### config.mk
export PLATFORM = sky130hd
export DESIGN_NAME = mas_ctrl
export DESIGN_NICKNAME = d
export VERILOG_FILES = /design/src/rtl/mas_pkg.sv /design/src/rtl/mas_ctrl.sv
export SDC_FILE = /design/constraint.sdc
export NUM_CORES = 1
export LEC_CHECK = 0
export ABC_AREA = 1
export BUFFER_PORTS_ARGS = -buffer_cell sky130_fd_sc_hd__buf_2
export CORE_MARGIN = 8
export CORE_UTILIZATION = 41
export DETAILED_ROUTE_END_ITERATION = 8
export PLACE_DENSITY = 0.73
export SETUP_SLACK_MARGIN = 0.02
export SLEW_MARGIN = 5
export SYNTH_ARGS = -nofsm -noshare
export SYNTH_HDL_FRONTEND = slang
export SYNTH_SLANG_ARGS = --single-unit
### constraint.sdc
create_clock -name clk -period 1.9 [get_ports clk]
set_clock_uncertainty 0.2 [all_clocks]
set_input_delay 0.38 -clock clk [delete_from_list [all_inputs] [get_ports clk]]
set_output_delay 0.38 -clock clk [all_outputs]
set_load 0.02 [all_outputs]
### src/rtl/mas_pkg.sv
`timescale 1ns / 1ps
// ----------------------------------------------------------------------------
// mas_pkg
// Shared types and constants for the matrix add / subtract / multiply engine.
// ----------------------------------------------------------------------------
package mas_pkg;

	localparam int MAX_DIM_DEF       = 8;
	localparam int ELEMENT_WIDTH_DEF = 32;

	localparam int IDX_W  = 3;
	localparam int DIM_W  = 4;
	localparam int IN_W   = 32;
	localparam int RES_W  = 64;
	localparam int CFG_W  = 4;

	// command codes
	localparam logic [1:0] CMD_LOAD = 2'd0;
	localparam logic [1:0] CMD_ADD  = 2'd1;
	localparam logic [1:0] CMD_SUB  = 2'd2;
	localparam logic [1:0] CMD_MUL  = 2'd3;

	// configuration register indexes
	localparam logic REG_ROW_COUNT    = 1'b0;
	localparam logic REG_COLUMN_COUNT = 1'b1;

	localparam logic [DIM_W-1:0] DIM_RESET = 4'd8;

	typedef struct packed {
		logic [1:0]              command;
		logic [IDX_W-1:0]        row_index;
		logic [IDX_W-1:0]        column_index;
		logic signed [IN_W-1:0]  a_value;
		logic signed [IN_W-1:0]  b_value;
	} mas_in_t;

	typedef struct packed {
		logic signed [RES_W-1:0] result_value;
		logic [IDX_W-1:0]        result_row;
		logic [IDX_W-1:0]        result_column;
		logic                    is_last;
		logic                    status;
	} mas_out_t;

	// one step issued by the controller
	typedef struct packed {
		logic             load;
		logic             issue;
		logic             err;
		logic [1:0]       op;
		logic [IDX_W-1:0] a_row;
		logic [IDX_W-1:0] a_col;
		logic [IDX_W-1:0] b_row;
		logic [IDX_W-1:0] b_col;
		logic             first;
		logic             fin;
		logic [IDX_W-1:0] row;
		logic [IDX_W-1:0] col;
		logic             last;
	} mas_cmd_t;

	typedef struct packed {
		logic done;
		logic strobe;
	} mas_status_t;

endpackage

### src/rtl/mas_ctrl.sv
`timescale 1ns / 1ps
// ----------------------------------------------------------------------------
// mas_ctrl
// Controller: configuration registers, run state machine and index counters.
// ----------------------------------------------------------------------------
module mas_ctrl #(
	parameter int MAX_DIM = mas_pkg::MAX_DIM_DEF
) (
	input  logic                      clk,
	input  logic                      arst_n,
	input  logic                      start,
	input  logic [1:0]                command,
	output logic                      busy,
	input  logic                      cfg_write,
	input  logic                      cfg_index,
	input  logic [mas_pkg::CFG_W-1:0] cfg_data,
	output mas_pkg::mas_cmd_t         cmd,
	input  mas_pkg::mas_status_t      stat
);

	localparam int IdxW = (MAX_DIM > 1) ? $clog2(MAX_DIM) : 1;

	typedef enum logic [3:0] {
		S_IDLE  = 4'b0001,
		S_RUN   = 4'b0010,
		S_ERR   = 4'b0100,
		S_DRAIN = 4'b1000
	} state_t;

	state_t                      state_q;
	logic [mas_pkg::DIM_W-1:0]   row_count_q;
	logic [mas_pkg::DIM_W-1:0]   column_count_q;
	logic [1:0]                  op_q;
	logic [IdxW-1:0]             i_q, j_q, k_q;
	logic [IdxW-1:0]             row_last, col_last;
	logic                        mul, k_end, j_end, i_end;

	// highest index in use for a dimension register; zero acts as one
	function automatic logic [IdxW-1:0] dim_last(input logic [mas_pkg::DIM_W-1:0] r);
		logic [IdxW-1:0] res;
		if (r == '0) begin
			res = '0;
		end else if (r > mas_pkg::DIM_W'(MAX_DIM)) begin
			res = IdxW'(MAX_DIM - 1);
		end else begin
			res = IdxW'(r - 1'b1);
		end
		return res;
	endfunction

	assign row_last = dim_last(row_count_q);
	assign col_last = dim_last(column_count_q);
	assign mul      = (op_q == mas_pkg::CMD_MUL);
	assign k_end    = !mul || (k_q == row_last);
	assign j_end    = (j_q == col_last);
	assign i_end    = (i_q == row_last);
	assign busy     = (state_q != S_IDLE);

	always_ff @(posedge clk or negedge arst_n) begin
		if (!arst_n) begin
			row_count_q    <= mas_pkg::DIM_RESET;
			column_count_q <= mas_pkg::DIM_RESET;
		end else if (cfg_write) begin
			unique case (cfg_index)
				mas_pkg::REG_ROW_COUNT:    row_count_q    <= cfg_data;
				mas_pkg::REG_COLUMN_COUNT: column_count_q <= cfg_data;
				default: ;
			endcase
		end
	end

	always_ff @(posedge clk or negedge arst_n) begin
		if (!arst_n) begin
			state_q <= S_IDLE;
			op_q    <= mas_pkg::CMD_LOAD;
			i_q     <= '0;
			j_q     <= '0;
			k_q     <= '0;
		end else begin
			unique case (state_q)
				S_IDLE: begin
					if (start && command != mas_pkg::CMD_LOAD) begin
						op_q <= command;
						i_q  <= '0;
						j_q  <= '0;
						k_q  <= '0;
						if (command == mas_pkg::CMD_MUL && row_last != col_last) begin
							state_q <= S_ERR;
						end else begin
							state_q <= S_RUN;
						end
					end
				end
				S_RUN: begin
					if (!k_end) begin
						k_q <= k_q + 1'b1;
					end else begin
						k_q <= '0;
						if (!j_end) begin
							j_q <= j_q + 1'b1;
						end else begin
							j_q <= '0;
							if (!i_end) begin
								i_q <= i_q + 1'b1;
							end else begin
								state_q <= S_DRAIN;
							end
						end
					end
				end
				S_ERR: begin
					state_q <= S_DRAIN;
				end
				S_DRAIN: begin
					if (stat.done) begin
						state_q <= S_IDLE;
					end
				end
				default: begin
					state_q <= S_IDLE;
				end
			endcase
		end
	end

	always_comb begin
		cmd      = '0;
		cmd.op   = op_q;
		cmd.load = (state_q == S_IDLE) && start && (command == mas_pkg::CMD_LOAD);
		if (state_q == S_RUN) begin
			cmd.issue = 1'b1;
			cmd.a_row = mas_pkg::IDX_W'(i_q);
			cmd.a_col = mas_pkg::IDX_W'(mul ? k_q : j_q);
			cmd.b_row = mas_pkg::IDX_W'(mul ? k_q : i_q);
			cmd.b_col = mas_pkg::IDX_W'(j_q);
			cmd.first = !mul || (k_q == '0);
			cmd.fin   = k_end;
			cmd.row   = mas_pkg::IDX_W'(i_q);
			cmd.col   = mas_pkg::IDX_W'(j_q);
			cmd.last  = i_end && j_end;
		end else if (state_q == S_ERR) begin
			cmd.issue = 1'b1;
			cmd.err   = 1'b1;
			cmd.first = 1'b1;
			cmd.fin   = 1'b1;
			cmd.last  = 1'b1;
		end
	end

	// the drain state only ends on the final result of the run
	a_done_in_drain: assert property (@(posedge clk) disable iff (!arst_n)
		stat.done |-> state_q == S_DRAIN)
		else $error("last result outside drain");

	a_no_issue_idle: assert property (@(posedge clk) disable iff (!arst_n)
		state_q == S_IDLE |-> !cmd.issue)
		else $error("step issued while idle");

	a_err_once: assert property (@(posedge clk) disable iff (!arst_n)
		state_q == S_ERR |=> state_q == S_DRAIN)
		else $error("refusal not followed by drain");

endmodule

==> flow_metrics.env <==
export IMPL_worst_path_buf_inv=2
export IMPL_critical_path_top_delay_family="simple AND/OR/NAND/NOR gates"
export IMPL_worst_slack_ns=-0.514
export IMPL_cap_violations=0
export IMPL_power_frac_clock_pct=7.9
export IMPL_pre_cts_ws_ns=-0.213
export IMPL_core_mm2=0.00406
export IMPL_hold_viol=0
export IMPL_setup_violations_final=38
export IMPL_ys_warn_count=0
export IMPL_worstMarginPinSlew_ns=0.546
export IMPL_slowest_delay_ns=0.40
export IMPL_root_buffer="clkbuf_8"
export IMPL_timing_final_crit_share_pct=127
export IMPL_vias=2291
export IMPL_critPathLaunchType="register"
export IMPL_clk_pin_slew_ns=0.08
export IMPL_peakVddDrop_mv=0.485
export IMPL_std_cell_rows=23
export IMPL_critPathMostFrequentCell="nand2_4"
export IMPL_p_sw_share_pct=48.2
export IMPL_layout_commonest_cell="buf_4"
export IMPL_fin_nets=379
export IMPL_rsz0062_at_grt="true"
export IMPL_synthDistinctLibCells=33
export IMPL_ys_ff_latch=23
export IMPL_avgSynthCellArea_um2=7.01
export IMPL_endpoint_kind="output pin"
export IMPL_status="complete, but fails checks"
export IMPL_cp_cell_sequence="inv_2 > ha_4 > nand2_4 > nand2_8 > nand2_4 > nand3_2 > nand2_2 > nand3_4 > o31ai_4 > buf_6"
export IMPL_grt_ovfl_total=0
export IMPL_arrival_ns=1.83
export IMPL_die_y_um=81.4
export IMPL_critPathKind="register to output pin"
export IMPL_io_pins=40
export IMPL_use_met2_pct=34.0
export IMPL_cts_sinks=23
export IMPL_post_route_cells_drive_above_1_share_pct=59.9
export IMPL_grt_use_met1_pct=21.6
export IMPL_p_seq_share_pct=18.6
export IMPL_p_sw_mw=1.93
export IMPL_syn_area_mm2=0.00175
export IMPL_cts_made_buffers=3
export IMPL_die_w_um=81.4
export IMPL_clkLatencyLatePin_ns=0.27
export IMPL_antenna_found_initial=0
export IMPL_drt_iter0_drc=213
export IMPL_synthToLayoutAreaGrowth_pct=83.3
export IMPL_insertedDiodeCount=0
export IMPL_antenna_left=0
export IMPL_drcViolationCount=0
export IMPL_relSlewSlack_pct=63.6
export IMPL_slew_violations=0
export IMPL_gr_usage_met3_pct=1.66
export IMPL_top_usage_layer="met2"
export IMPL_layout_common_cells="buf_4, buf_6, nand2_1"
export IMPL_gp_congestion=0.840
export IMPL_wire_per_inst_um=19.1
export IMPL_initial_core_util_pct=43.2
export IMPL_synthCells=250
export IMPL_place_hpwl_mm=4.03
export IMPL_dr_pass1_iters=4
export IMPL_cp_max_fo=5
export IMPL_power_leakage_nw=1.62
export IMPL_die_area_mm2=0.00662
export IMPL_clock_path_buffers=2
export IMPL_fillers=216
export IMPL_gr_usage_all_layers_pct=18.4
export IMPL_grt_pass1_vias=2004
export IMPL_htree_levels=1
export IMPL_synth_edf_count=0
export IMPL_synthFlopType="dfrtp_1"
export IMPL_required_ns=1.32
export IMPL_synth_fp_nets=269
export IMPL_fin_crit_ns=2.41
export IMPL_synthArstFlopShare_pct=100
export IMPL_vias_per_cell=5.60
export IMPL_slowest_stage="dfrtp_1"
export IMPL_comb_power_share_pct=73.5
export IMPL_placedInstanceArea_mm2=0.00252
export IMPL_portBuffers=38
export IMPL_grt_start_max_net_pins=24
export IMPL_stdcell_area_mm2=0.00321
export IMPL_fmax_mhz=414
export IMPL_p_int_mw=2.08
export IMPL_wl_mm=7.81
export IMPL_violations="negative setup slack"
export IMPL_powerDensity_mw_per_mm2=1250
export IMPL_grt_pass1_wl_mm=9.54
export IMPL_ys_seq_area_share_pct=33.0
export IMPL_cts_tree="yes"
export IMPL_hold_class="input port to register"
[power groups by stage]
stage,Sequential [mW],Combinational [mW],Clock (mW)
2_1_floorplan,0.735,1.21,0
3_3_place_gp,0.719,1.95,0
3_5_place_dp,0.725,1.99,0
4_1_cts,0.723,2.42,0.317
5_1_grt,0.764,3.13,0.336
6_report,0.747,2.95,0.316
[worst paths after layout]
path	slack [ns]	cells after the start	endpoint	startpoint
hold / removal	0.19	3	column_count_q[1]$_DFFE_PN0P_	cfg_data[1]
setup reg to reg	-0.33	15	j_q[1]$_DFFE_PN0P_	row_count_q[0]$_DFFE_PN0P_
min in group asynchronous	0.44	2	column_count_q[0]$_DFFE_PN0P_	arst_n
setup / recovery	-0.51	10	cmd[0]	column_count_q[0]$_DFFE_PN0P_
max in group asynchronous	0.68	2	state_q[0]$_DFFE_PN1P_	arst_n
hold reg to reg	0.32	2	op_q[0]$_DFFE_PN0P_	op_q[0]$_DFFE_PN0P_
[worst reg2reg max path, cell delays in order, from the launching register on]
cell and delay (ns):
dfrtp_1 0.40, inv_2 0.09, ha_4 0.14, inv_1 0.06, nand2_2 0.11, nand3_1 0.10
nand2_1 0.09, inv_1 0.07, nand3_4 0.10, buf_6 0.10, buf_6 0.09, nand3_4 0.15
buf_6 0.18, nand2_4 0.09, inv_4 0.04, o21ai_1 0.15
[cell usage after synthesis (4+ instances only)]
library cell | instances | share of area (%)
nand2_1 | 58 | 12
inv_1 | 40 | 8.6
nand3_1 | 26 | 7.4
dfrtp_1 | 20 | 29
nor2_1 | 17 | 3.6
o21ai_0 | 16 | 4.6
a21oi_1 | 11 | 3.1
nand2_2 | 8 | 2.9
inv_2 | 7 | 1.5
buf_4 | 6 | 2.6
ha_1 | 6 | 4.3
nand3_2 | 4 | 2.3
[registers in the layout, summed over array words and instances (netlist names)]
name,count
column_count_q,4
row_count_q,4
op_q,2
i_q,3
k_q,3
j_q,3
state_q,4
[what timing repair did]
item,CTS,global route
gates cloned,0,0
hold buffers,1,0
buffers inserted,13,15
setup endpoints to repair,38,40
hold endpoints to repair,20,0
resized for setup,74,73
pin swaps,13,17
[metrics by stage]
step | utilization [%] | hold slack (ns) | power, mW | cells | setup TNS (ns)
finish | 79.2 | 0.189 | 4.01 | 409 | -10.99
global route | 79.2 | 0.211 | 4.23 | 409 | -13.84
CTS | 71.3 | 0.180 | 3.46 | 400 | -7.44
detailed placement | 62.2 | 0.198 | 2.71 | 384 | -1.22
global placement | 62.2 | 0.187 | 2.67 | 384 | -0.722
floorplan | - | -0.116 | 1.94 | 250 | -0.128
[layout make-up]
type,instances,area [um^2],area share (%)
Sequential cell,23,579,18.0
Multi-Input combinational cell,171,1350,42.1
Timing Repair Buffer,114,983,30.6
Tap cell,50,62.6,1.95
Clock buffer,4,45.0,1.40
Inverter,47,189,5.88
[routing by layer]
layer | wire length (um) | part of all wire (%)
met5 | 0 | 0
met1 | 2750 | 35
met3 | 506 | 6.5
met4 | 459 | 5.9
met2 | 4090 | 52
[cells by family (layout without fill, tap and decap cells)]
logic type      count (synthesis)  after routing  share of synthesized area, %
buf+inv                        56            165                          13.8
flops                          23             23                          33.0
xor+xnor                        5              5                          2.50
compound gates                 35             35                          11.6
simple gates                  125            125                          34.8
fa+ha+maj                       6              6                          4.28
No activity file was read; power rests on OpenSTA's default activity.
